File: config.mk
export PLATFORM = sky130hd
export DESIGN_NAME = latch_unlock_pulse_controller_unit_flat
export DESIGN_NICKNAME = d
export VERILOG_FILES = /design/src/rtl/core/luc_pkg.sv /design/src/rtl/core/luc_if.sv /design/src/rtl/core/luc_cfg.sv /design/src/rtl/core/luc_in_reg.sv /design/src/rtl/core/luc_ctrl.sv /design/src/rtl/core/latch_unlock_pulse_controller_unit.sv /design/src/flat_wrapper.sv
export SDC_FILE = /design/constraint.sdc
export NUM_CORES = 1
export LEC_CHECK = 0
export ABC_AREA = 1
export BUFFER_PORTS_ARGS = -buffer_cell sky130_fd_sc_hd__buf_4
export CORE_MARGIN = 2
export CORE_UTILIZATION = 40
export DETAILED_ROUTE_END_ITERATION = 8
export HOLD_SLACK_MARGIN = 0.08
export PLACE_DENSITY = 0.65
export SYNTH_ARGS = -nofsm -noshare
export SYNTH_HDL_FRONTEND = slang
export SYNTH_HIERARCHICAL = 1
export SYNTH_SLANG_ARGS = --single-unit
File: constraint.sdc
create_clock -name clk -period 7.33 [get_ports clk]
set_input_delay 0 -clock clk [delete_from_list [all_inputs] [get_ports clk]]
set_output_delay 0 -clock clk [all_outputs]
set_load 0.01 [all_outputs]
File: src/rtl/core/luc_pkg.sv
// Shared types, constants and helpers for the latch unlock pulse controller.
// No dependencies; every other file refers to it by scoped names.
package luc_pkg;

  // Counter width for elapsed and since-last timers (range 8 to 32)
  localparam int TIME_WIDTH = 16;
  // Fixed width of the millisecond fields on the ports
  localparam int FIELD_W = 16;
  // Wide enough to compare timer values against field values
  localparam int WIDE_W = (TIME_WIDTH > FIELD_W) ? TIME_WIDTH : FIELD_W;
  localparam logic [TIME_WIDTH-1:0] TIME_MAX = '1;

  // Configuration port
  localparam int CFG_IDX_W = 2;
  localparam logic [CFG_IDX_W-1:0] REG_MAX_UNLOCK = 2'd0;
  localparam logic [CFG_IDX_W-1:0] REG_MIN_INTERVAL = 2'd1;
  localparam logic [FIELD_W-1:0] MAX_UNLOCK_RESET = 16'd5000;
  localparam logic [FIELD_W-1:0] MIN_INTERVAL_RESET = 16'd2000;

  // Operation codes
  localparam logic OP_TICK = 1'b0;
  localparam logic OP_UNLOCK = 1'b1;

  // Result status codes
  localparam logic [2:0] ST_STARTED = 3'd0;
  localparam logic [2:0] ST_TOO_SOON = 3'd1;
  localparam logic [2:0] ST_ALREADY_OPEN = 3'd2;
  localparam logic [2:0] ST_BUSY = 3'd3;
  localparam logic [2:0] ST_NOTHING = 3'd4;
  localparam logic [2:0] ST_RELEASED = 3'd5;
  localparam logic [2:0] ST_TIMED_OUT = 3'd6;

  typedef struct packed {
    logic [FIELD_W-1:0] max_unlock_ms;
    logic [FIELD_W-1:0] min_interval_ms;
  } cfg_t;

  typedef struct packed {
    logic op;
    logic sense_locked;
    logic [FIELD_W-1:0] timeout_ms;
  } item_t;

  // Input stage contents handed to the control stage
  typedef struct packed {
    logic valid;
    item_t item;
  } stage_t;

  // Saturating increment of a timer
  function automatic logic [TIME_WIDTH-1:0] sat_inc(input logic [TIME_WIDTH-1:0] v);
    return (v == TIME_MAX) ? v : v + TIME_WIDTH'(1);
  endfunction

  // Cut a field value to the timer range
  function automatic logic [TIME_WIDTH-1:0] to_time(input logic [FIELD_W-1:0] t);
    logic [WIDE_W-1:0] w;
    w = WIDE_W'(t);
    if (w > WIDE_W'(TIME_MAX)) w = WIDE_W'(TIME_MAX);
    return w[TIME_WIDTH-1:0];
  endfunction

endpackage

File: src/rtl/core/luc_if.sv
// Valid/ready channel interfaces for input items and result items.
// Depends on luc_pkg for field widths.
interface luc_item_if;
  logic valid;
  logic ready;
  logic op;
  logic sense_locked;
  logic [luc_pkg::FIELD_W-1:0] timeout_ms;

  modport source(output valid, output op, output sense_locked, output timeout_ms,
                 input ready);
  modport sink(input valid, input op, input sense_locked, input timeout_ms,
               output ready);
endinterface

interface luc_result_if;
  logic valid;
  logic ready;
  logic drive_on;
  logic [2:0] status;
  logic [luc_pkg::FIELD_W-1:0] drive_duration_ms;
  logic was_clamped;

  modport source(output valid, output drive_on, output status, output drive_duration_ms,
                 output was_clamped, input ready);
  modport sink(input valid, input drive_on, input status, input drive_duration_ms,
               input was_clamped, output ready);
endinterface

File: src/rtl/core/luc_cfg.sv
// Configuration registers of the latch unlock pulse controller.
// Depends on luc_pkg.
module luc_cfg (
  input  logic clk,
  input  logic rst,
  input  logic cfg_we,
  input  logic [luc_pkg::CFG_IDX_W-1:0] cfg_index,
  input  logic [luc_pkg::FIELD_W-1:0] cfg_data,
  output luc_pkg::cfg_t cfg
);

  // Write the addressed register; other indexes are dropped
  always_ff @(posedge clk) begin
    if (rst) begin
      cfg.max_unlock_ms <= luc_pkg::MAX_UNLOCK_RESET;
      cfg.min_interval_ms <= luc_pkg::MIN_INTERVAL_RESET;
    end else if (cfg_we) begin
      case (cfg_index)
        luc_pkg::REG_MAX_UNLOCK: cfg.max_unlock_ms <= cfg_data;
        luc_pkg::REG_MIN_INTERVAL: cfg.min_interval_ms <= cfg_data;
        default: ;
      endcase
    end
  end

endmodule

File: src/rtl/core/luc_in_reg.sv
// Input register stage: captures one transaction from the item channel.
// Depends on luc_pkg and luc_item_if.
module luc_in_reg (
  input  logic clk,
  input  logic rst,
  luc_item_if.sink item,
  input  logic advance,
  output luc_pkg::stage_t stage
);

  assign item.ready = !stage.valid || advance;

  // Hold the item until the control stage consumes it
  always_ff @(posedge clk) begin
    if (rst) begin
      stage.valid <= 1'b0;
    end else if (item.ready) begin
      stage.valid <= item.valid;
    end
    if (item.ready && item.valid) begin
      stage.item.op <= item.op;
      stage.item.sense_locked <= item.sense_locked;
      stage.item.timeout_ms <= item.timeout_ms;
    end
  end

endmodule

File: src/rtl/core/luc_ctrl.sv
// Control stage: unlock state, per-item decision logic and result register.
// Depends on luc_pkg and luc_result_if.
module luc_ctrl (
  input  logic clk,
  input  logic rst,
  input  luc_pkg::cfg_t cfg,
  input  luc_pkg::stage_t stage,
  output logic advance,
  luc_result_if.source result
);

  logic driving, driving_next;
  logic ever_unlocked, ever_unlocked_next;
  logic [luc_pkg::TIME_WIDTH-1:0] elapsed_ms, elapsed_ms_next;
  logic [luc_pkg::TIME_WIDTH-1:0] active_timeout_ms, active_timeout_ms_next;
  logic [luc_pkg::TIME_WIDTH-1:0] since_last_ms, since_last_ms_next;

  logic res_drive;
  logic [2:0] res_status;
  logic [luc_pkg::FIELD_W-1:0] res_dur;
  logic res_clamped;

  logic take;
  logic clamped;
  logic too_soon;
  logic [luc_pkg::FIELD_W-1:0] tmo_clamped;
  logic [luc_pkg::TIME_WIDTH-1:0] tmo;
  logic [luc_pkg::TIME_WIDTH-1:0] elapsed_inc;
  logic [luc_pkg::WIDE_W-1:0] dur_wide;

  assign advance = !result.valid || result.ready;
  assign take = stage.valid && advance;

  // Clamp the request and evaluate the interval test
  assign clamped = stage.item.timeout_ms > cfg.max_unlock_ms;
  assign tmo_clamped = clamped ? cfg.max_unlock_ms : stage.item.timeout_ms;
  assign tmo = luc_pkg::to_time(tmo_clamped);
  assign too_soon = ever_unlocked &&
                    (luc_pkg::WIDE_W'(since_last_ms) < luc_pkg::WIDE_W'(cfg.min_interval_ms));
  assign elapsed_inc = luc_pkg::sat_inc(elapsed_ms);
  assign dur_wide = luc_pkg::WIDE_W'(elapsed_inc);

  // Decide next state and result for the item in the input register
  always_comb begin
    driving_next = driving;
    ever_unlocked_next = ever_unlocked;
    elapsed_ms_next = elapsed_ms;
    active_timeout_ms_next = active_timeout_ms;
    since_last_ms_next = since_last_ms;
    res_drive = 1'b0;
    res_status = luc_pkg::ST_NOTHING;
    res_dur = '0;
    res_clamped = 1'b0;
    if (stage.item.op == luc_pkg::OP_TICK) begin
      since_last_ms_next = luc_pkg::sat_inc(since_last_ms);
      if (driving) begin
        elapsed_ms_next = elapsed_inc;
        if (!stage.item.sense_locked) begin
          driving_next = 1'b0;
          res_status = luc_pkg::ST_RELEASED;
          res_dur = dur_wide[luc_pkg::FIELD_W-1:0];
        end else if (elapsed_inc >= active_timeout_ms) begin
          driving_next = 1'b0;
          res_status = luc_pkg::ST_TIMED_OUT;
          res_dur = dur_wide[luc_pkg::FIELD_W-1:0];
        end else begin
          res_drive = 1'b1;
        end
      end
    end else begin
      res_clamped = clamped;
      if (driving) begin
        res_drive = 1'b1;
        res_status = luc_pkg::ST_BUSY;
      end else if (too_soon) begin
        res_status = luc_pkg::ST_TOO_SOON;
      end else if (!stage.item.sense_locked) begin
        res_status = luc_pkg::ST_ALREADY_OPEN;
      end else begin
        ever_unlocked_next = 1'b1;
        since_last_ms_next = '0;
        elapsed_ms_next = '0;
        active_timeout_ms_next = tmo;
        // A zero timeout ends the pulse at once
        if (tmo == '0) begin
          res_status = luc_pkg::ST_TIMED_OUT;
        end else begin
          driving_next = 1'b1;
          res_drive = 1'b1;
          res_status = luc_pkg::ST_STARTED;
        end
      end
    end
  end

  // Update state when the item is consumed
  always_ff @(posedge clk) begin
    if (rst) begin
      driving <= 1'b0;
      ever_unlocked <= 1'b0;
      elapsed_ms <= '0;
      active_timeout_ms <= '0;
      since_last_ms <= '0;
    end else if (take) begin
      driving <= driving_next;
      ever_unlocked <= ever_unlocked_next;
      elapsed_ms <= elapsed_ms_next;
      active_timeout_ms <= active_timeout_ms_next;
      since_last_ms <= since_last_ms_next;
    end
  end

  // Result register: advance when empty or taken downstream
  always_ff @(posedge clk) begin
    if (rst) begin
      result.valid <= 1'b0;
    end else if (advance) begin
      result.valid <= stage.valid;
    end
  end

  always_ff @(posedge clk) begin
    if (take) begin
      result.drive_on <= res_drive;
      result.status <= res_status;
      result.drive_duration_ms <= res_dur;
      result.was_clamped <= res_clamped;
    end
  end

endmodule

File: src/rtl/core/latch_unlock_pulse_controller_unit.sv
// Top level of the latch unlock pulse controller.
// Depends on luc_pkg, luc_if, luc_cfg, luc_in_reg and luc_ctrl.
//
//   channel  | direction | transaction content
//   ---------+-----------+-------------------------------------------------
//   item     | in        | op, sense_locked, timeout_ms
//   result   | out       | drive_on, status, drive_duration_ms, was_clamped
//   cfg      | in        | cfg_we, cfg_index, cfg_data (write only)
//
// One item per cycle sustained while result is not stalled. An accepted item
// loads the input register and its decision then loads the result register,
// which presents it on the port. A stall on result holds both registers;
// item.ready drops only while both are full. Reset (rst, synchronous) clears
// state, valids and loads the configuration defaults.
module latch_unlock_pulse_controller_unit (
  input  logic clk,
  input  logic rst,
  luc_item_if.sink item,
  luc_result_if.source result,
  input  logic cfg_we,
  input  logic [luc_pkg::CFG_IDX_W-1:0] cfg_index,
  input  logic [luc_pkg::FIELD_W-1:0] cfg_data
);

  luc_pkg::cfg_t cfg;
  luc_pkg::stage_t stage;
  logic advance;

  luc_cfg u_cfg (
    .clk(clk),
    .rst(rst),
    .cfg_we(cfg_we),
    .cfg_index(cfg_index),
    .cfg_data(cfg_data),
    .cfg(cfg)
  );

  luc_in_reg u_in_reg (
    .clk(clk),
    .rst(rst),
    .item(item),
    .advance(advance),
    .stage(stage)
  );

  luc_ctrl u_ctrl (
    .clk(clk),
    .rst(rst),
    .cfg(cfg),
    .stage(stage),
    .advance(advance),
    .result(result)
  );

endmodule

File: src/flat_wrapper.sv
// flat-port wrapper written by rule: the top's interface ports become plain ports
module latch_unlock_pulse_controller_unit_flat 
  (clk, rst, cfg_we, cfg_index, cfg_data, item_valid, item_op, item_sense_locked, item_timeout_ms, item_ready, result_valid, result_drive_on, result_status, result_drive_duration_ms, result_was_clamped, result_ready);
  luc_item_if item_i ();
  luc_result_if result_i ();
  input  logic clk;
  input  logic rst;
  input  logic cfg_we;
  input  logic [luc_pkg::CFG_IDX_W-1:0] cfg_index;
  input  logic [luc_pkg::FIELD_W-1:0] cfg_data;
  input wire logic [$bits(item_i.valid)-1:0] item_valid;
  input wire logic [$bits(item_i.op)-1:0] item_op;
  input wire logic [$bits(item_i.sense_locked)-1:0] item_sense_locked;
  input wire logic [$bits(item_i.timeout_ms)-1:0] item_timeout_ms;
  output wire logic [$bits(item_i.ready)-1:0] item_ready;
  output wire logic [$bits(result_i.valid)-1:0] result_valid;
  output wire logic [$bits(result_i.drive_on)-1:0] result_drive_on;
  output wire logic [$bits(result_i.status)-1:0] result_status;
  output wire logic [$bits(result_i.drive_duration_ms)-1:0] result_drive_duration_ms;
  output wire logic [$bits(result_i.was_clamped)-1:0] result_was_clamped;
  input wire logic [$bits(result_i.ready)-1:0] result_ready;
  assign item_i.valid = item_valid;
  assign item_i.op = item_op;
  assign item_i.sense_locked = item_sense_locked;
  assign item_i.timeout_ms = item_timeout_ms;
  assign item_ready = item_i.ready;
  assign result_valid = result_i.valid;
  assign result_drive_on = result_i.drive_on;
  assign result_status = result_i.status;
  assign result_drive_duration_ms = result_i.drive_duration_ms;
  assign result_was_clamped = result_i.was_clamped;
  assign result_i.ready = result_ready;
  latch_unlock_pulse_controller_unit u_core (.clk(clk), .rst(rst), .item(item_i), .result(result_i), .cfg_we(cfg_we), .cfg_index(cfg_index), .cfg_data(cfg_data));
endmodule
==> results of run 1 <==
repair_timing:
action | 4_1_cts | 5_1_grt
setup buffers | 0 | 0
hold endpoints to repair | 79 | 0
hold buffers | 51 | 0
resized for setup | 0 | 0
per-stage QoR:
stage,instances,hold slack [ps],cell area (um^2)
3_3_place_gp,1162,178,7490
3_5_place_dp,1162,179,7490
5_1_grt,1245,299,8640
4_1_cts,1245,280,8640
2_1_floorplan,906,62.4,6940
6_report,1245,292,8640
sequential cells by signal (all words and copies together) (netlist names):
| signal | cells |
|---|---|
| u_core/u_ctrl/active_timeout_ms | 16 |
| u_core/u_ctrl/ever_unlocked | 1 |
| u_core/u_in_reg/stage | 19 |
| u_core/u_ctrl/since_last_ms | 16 |
| u_core/u_cfg/cfg | 32 |
| u_core/u_ctrl/driving | 1 |
| u_core/u_ctrl/result.status | 3 |
| u_core/u_ctrl/elapsed_ms | 16 |
| u_core/u_ctrl/result.valid | 1 |
| u_core/u_ctrl/result.was_clamped | 1 |
| u_core/u_ctrl/result.drive_on | 1 |
| u_core/u_ctrl/result.drive_duration_ms | 16 |
power by group through the flow:
stage                     combinational (W)  clock (W)  sequential (W)
after floorplan                    0.000124          0        0.000757
after global placement             0.000174          0        0.000760
after detailed placement           0.000176          0        0.000761
after CTS                          0.000197   0.000911        0.000746
after global routing               0.000222   0.000940        0.000749
final                              0.000197   0.000896        0.000746
synth_stat cells (3+ instances only):
library cell,instances,area share
a21oi_1,86,0.062
buf_2,8,0.0058
buf_4,7,0.0076
buf_6,4,0.0065
clkbuf_1,12,0.0065
dfxtp_1,84,0.24
edfxtp_1,39,0.17
ha_1,49,0.088
inv_1,130,0.070
inv_2,5,0.0027
nand2_1,178,0.096
nand2_2,8,0.0072
nand3_1,95,0.069
nand4_1,21,0.019
nor2_1,82,0.044
nor3_1,11,0.0079
nor4_1,5,0.0045
o211ai_1,3,0.0032
o21ai_0,28,0.020
xnor2_1,4,0.0051
xor2_1,12,0.015
area by class of cell:
class	count	area, um^2
clock buffers	19	443
clock inverters	13	193
fillers	1636	8480
inverters	136	510
multi-input cells	612	3350
flip-flops and latches	123	2850
well taps	225	282
repair buffers	117	1010
path summary, 6_finish.rpt:
| check | startpoint | endpoint | slack [ps] | depth (start not counted) |
|---|---|---|---|---|
| max | u_core/u_ctrl/elapsed_ms[0] | u_core/u_ctrl/result.drive_duration_ms[4] | 3420 | 20 |
| min | item_timeout_ms[0] | u_core/u_in_reg/stage[0] | 290 | 2 |
| max reg2reg | u_core/u_ctrl/elapsed_ms[0] | u_core/u_ctrl/result.drive_duration_ms[4] | 3420 | 20 |
| min reg2reg | u_core/u_ctrl/ever_unlocked | u_core/u_ctrl/ever_unlocked | 460 | 2 |
metal layers:
layer | routed length (um) | GRT usage
met5 | 0 | 0
met4 | 250 | 0.0660
met3 | 806 | 0.0378
met2 | 7940 | 0.321
met1 | 7840 | 0.250
logic make-up after synthesis:
| group | after synthesis | share of synthesized area |
|---|---|---|
| XOR/XNOR | 17 | 0.0226 |
| adder cells (fa/ha/maj) | 49 | 0.0884 |
| AO/OA/AOI/OAI | 129 | 0.100 |
| buffers and inverters | 171 | 0.106 |
| flip-flops | 123 | 0.411 |
| AND/OR/NAND/NOR | 417 | 0.271 |
worst max-delay path: stages (launching register included):
cell	delay, ps
dfxtp_1	430
ha_1	210
inv_1	80
nor3_2	170
nand3_1	190
nor3_2	160
inv_2	80
nor2_4	90
nand2_2	100
nand2_1	140
nor2_1	60
xor2_1	240
ha_1	290
nand2_1	80
nor2_1	60
nand2_1	60
o211ai_1	90
a2111oi_2	430
nand2_1	460
nand3_1	190
inv_1	50
==> results.json, run 1 <==
{
  "outcome": "completed",
  "final_nets": 1097,
  "clock_skew_ps": 9.57,
  "syn_inst": 906,
  "grt_max_degree": 51,
  "drive_gt1_frac": 0.126,
  "setup_viol": 0,
  "pwr-share-clk": 0.487,
  "clk_latency_ps": 420,
  "maxCapViolCount": 0,
  "synth_cell_type_count": 49,
  "drc": 0,
  "cts_root_buffer": "clkbuf_16",
  "layout_common_cells": "178 x nand2_1, 130 x inv_1, 95 x nand3_1",
  "finalHoldViolations": 0,
  "timing.final.crit_share": 0.533,
  "die_y_um": 136,
  "clk_path_buf_depth": 2,
  "synth_edf_count": 39,
  "antenna_found_initial": 0,
  "die_w_um": 136,
  "cellInternalPower_w": 0.00139,
  "grt_pass1_wl_um": 27800,
  "via_per_inst": 4.96,
  "p_per_area_mw_per_mm2": 213,
  "power_leakage_nw": 3.86,
  "ant_nets": 0,
  "seqPwrFrac": 0.406,
  "post-dp-hpwl_um": 11700,
  "tightest_slew_ps": 1160,
  "critPathKind": "reg -> reg",
  "wl_per_cell_um": 13.5,
  "dieArea_mm2": 0.0184,
  "cts_buffers": 17,
  "max_freq_mhz": 256,
  "fin_setup_tns_ps": 0,
  "cts.sinks": 123,
  "switching_share": 0.244,
  "final_core_util": 0.505,
  "cp-end-kind": "register",
  "num_vias": 6174,
  "ys_dominant_reg_cell": "dfxtp_1",
  "finalPower_w": 0.00184,
  "ys_seq_area_frac": 0.411,
  "grt_pass1_vias": 5780,
  "tritoncts": "yes",
  "num_io_pins": 64,
  "critPathRequiredTime_ps": 7500,
  "grtUsageTotal": 0.193,
  "cts.htree.levels": 4,
  "antenna_cells": 0,
  "numPortBuffers": 63,
  "placeableCoreArea_mm2": 0.0171,
  "ys_warn_count": 6,
  "synth-seq-cells": 123,
  "path_clk_slew_ps": 60,
  "period_needed_ps": 3910,
  "peakVddDrop_mv": 0.169,
  "place.gp.congestion": 0.850,
  "arrival_ps": 4080,
  "final_common_cell": "nand2_1",
  "wl_um": 16800,
  "cp_max_fo": 16,
  "synthArstFlopShare": 0,
  "dp_slack_ps": 3450,
  "start_kind": "register",
  "rsz0062_at_grt": "no",
  "final.setup.worst_slack_ps": 3420,
  "synth_fp_nets": 996,
  "hold_class": "in -> reg",
  "start_util": 0.405,
  "syn_avg_cell_area_um2": 7.65,
  "rows": 48,
  "synth_area_mm2": 0.00694,
  "p_switching_w": 0.000448,
  "combPwrFrac": 0.107,
  "syn2layout_area_growth_pct": 24.5,
  "first_iter_violations": 466,
  "maxSlewViolCount": 0,
  "first_pass_iters": 6,
  "grt_overflow": 0,
  "slew_headroom": 0.225
}
(Power assumes the default switching activity.)
==> run 2: changes to the inputs <==
clock period = 3.9 ns   (was 7.33 ns; I/O delays follow)
==> run 2 against run 1 <==
Compared with the run above: via count rose by 1.4%; clock skew fell by 2.4 ps; non-clock buffer count rose by 3; sequential power rose by 88%; sequential share of layout area rose by 0.22 points; critical path depth rose by 1; hold slack improved by 10 ps; combinational power rose by 93%; first-iteration DRC count fell by 3.0%; critical path type unchanged; largest power group unchanged.
==> results.json, run 2 (synthesis results as in run 1) <==
{
  "critPathRequiredTime_ps": 4070,
  "dieArea_mm2": 0.0184,
  "holdPathStages": 2,
  "critPathKind": "reg -> reg",
  "peakVddDrop_mv": 0.326,
  "slew_headroom": 0.200,
  "setup_viol": 0,
  "clock_skew_ps": 7.13,
  "drc": 0,
  "num_vias": 6259,
  "num_io_pins": 64,
  "drive_gt1_frac": 0.122,
  "first_pass_iters": 5,
  "grtUsageTotal": 0.191,
  "final_nets": 1100,
  "cp_max_fo": 16,
  "rsz0062_at_grt": "no",
  "place.gp.congestion": 0.881,
  "outcome": "completed",
  "clk_latency_ps": 420,
  "cts.htree.levels": 4,
  "cp-end-kind": "register",
  "fin_setup_tns_ps": 0,
  "period_needed_ps": 3500,
  "finalHoldViolations": 0,
  "arrival_ps": 3670,
  "tritoncts": "yes",
  "largest_reg_flops": 32,
  "hold_class": "in -> reg",
  "n_fill_cell": 1669,
  "final.setup.worst_slack_ps": 402,
  "r2r-end": "u_core/u_ctrl/result.drive_duration_ms[4]",
  "hold_path_end": "u_core/u_in_reg/stage[15]",
  "ff2ff_path_depth": 21,
  "first_iter_violations": 452,
  "start_kind": "register",
  "tightest_slew_ps": 1200,
  "maxSlewViolCount": 0,
  "layout_common_cells": "178 x nand2_1, 130 x inv_1, 94 x nand3_1",
  "post-dp-hpwl_um": 11600,
  "r2r_slack_ps": 400,
  "cts_root_buffer": "clkbuf_16",
  "numPortBuffers": 63,
  "placeableCoreArea_mm2": 0.0171,
  "start_util": 0.405,
  "final_common_cell": "nand2_1",
  "grt_pass1_vias": 5700,
  "wl_um": 16700,
  "hp-start": "item_timeout_ms[15]",
  "regMostFlops": "u_core/u_cfg/cfg",
  "reg_top3": "u_core/u_cfg/cfg x32, u_core/u_in_reg/stage x19",
  "path_clk_slew_ps": 50,
  "ant_nets": 0,
  "grt_overflow": 0,
  "timing.final.crit_share": 0.897,
  "grt_pass1_wl_um": 27900,
  "maxCapViolCount": 0,
  "clk_path_buf_depth": 2,
  "via_per_inst": 5.02,
  "grt_max_degree": 40,
  "p_per_area_mw_per_mm2": 375,
  "max_freq_mhz": 286,
  "antenna_found_initial": 0,
  "syn2layout_area_growth_pct": 23.7,
  "cts_buffers": 17,
  "power_leakage_nw": 3.84,
  "die_y_um": 136,
  "rows": 48,
  "wl_per_cell_um": 13.4,
  "cts.sinks": 123,
  "antenna_cells": 0,
  "postCtsSetupBuffers": 0,
  "die_w_um": 136,
  "dp_slack_ps": 377,
  "reg2reg_from": "u_core/u_ctrl/elapsed_ms[0]"
}
-- run 2: cell count changes in the layout (fill, tap and decap cells not counted), sizes merged --
cell	before	now
clkinv	7	3
clkinvlp	2	0
clkbuf	19	29
bufinv	4	0
inv	136	135
buf	66	69
-- run 2: critical path, cell delays in order (launching register included) --
cell and delay [ps]:
dfxtp_1 430, ha_1 200, inv_1 80, nor3_4 170, nand3_2 130, nor3_2 140, inv_2 80, nor2_4 100
nand2_2 100, nand2_1 160, nor2_1 70, xor2_1 220, ha_1 270, nand2_1 70, nor2_1 50, nand2_1 60
o211ai_1 130, a2111oi_4 360, nand2_1 80, buf_4 210, nand3_1 90, inv_1 40
-- run 2: worst max-delay path by stage --
stage | to | cells past startpoint | slack [ps] | from
floorplan | u_core/u_ctrl/result.drive_duration_ms[10] | 20 | 560 | u_core/u_ctrl/elapsed_ms[0]
global placement | u_core/u_ctrl/result.drive_duration_ms[4] | 20 | 440 | u_core/u_ctrl/elapsed_ms[0]
detailed placement | u_core/u_ctrl/result.drive_duration_ms[11] | 20 | 380 | u_core/u_ctrl/elapsed_ms[0]
CTS | u_core/u_ctrl/result.drive_duration_ms[1] | 20 | 330 | u_core/u_ctrl/elapsed_ms[0]
global route | u_core/u_ctrl/result.drive_duration_ms[6] | 21 | 20 | u_core/u_ctrl/elapsed_ms[0]
finish | u_core/u_ctrl/result.drive_duration_ms[4] | 21 | 400 | u_core/u_ctrl/elapsed_ms[0]
-- run 2: stage by stage --
step,total power [W],hold slack [ps],area [um^2],std cells,util
after floorplan,0.00166,62.4,6940,906,-
final,0.00322,302,8580,1247,0.501
after global placement,0.00176,178,7510,1165,0.439
after detailed placement,0.00176,179,7510,1165,0.439
after CTS,0.00324,280,8560,1247,0.500
after global routing,0.00336,289,8580,1247,0.501
-- run 2: area by class of cell --
class	instances	area [um^2]	share of cell area
repair buffers	120	1030	0.120
clock inverters	2	10.0	0.00117
well taps	225	282	0.0328
inverters	136	510	0.0595
flip-flops and latches	123	2850	0.333
multi-input cells	612	3370	0.393
clock buffers	29	522	0.0608
-- run 2: metal layers --
layer	global-route usage	wire length (um)	part of all wire
met1	0.262	8060	0.48
met2	0.305	7690	0.46
met3	0.0412	823	0.049
met4	0.0521	160	0.0096
met5	0	0	0
-- run 2: power by group --
group	switching [W]	internal, W
Clock	0.000537	0.000895
Combinational	0.000222	0.000159
Sequential	0.0000299	0.00137
-- run 2: timing repair --
action / in CTS / in global routing
resized for setup: 0 / 3
hold endpoints to repair: 79 / 0
hold buffers: 51 / 0
setup endpoints to repair: 0 / 16
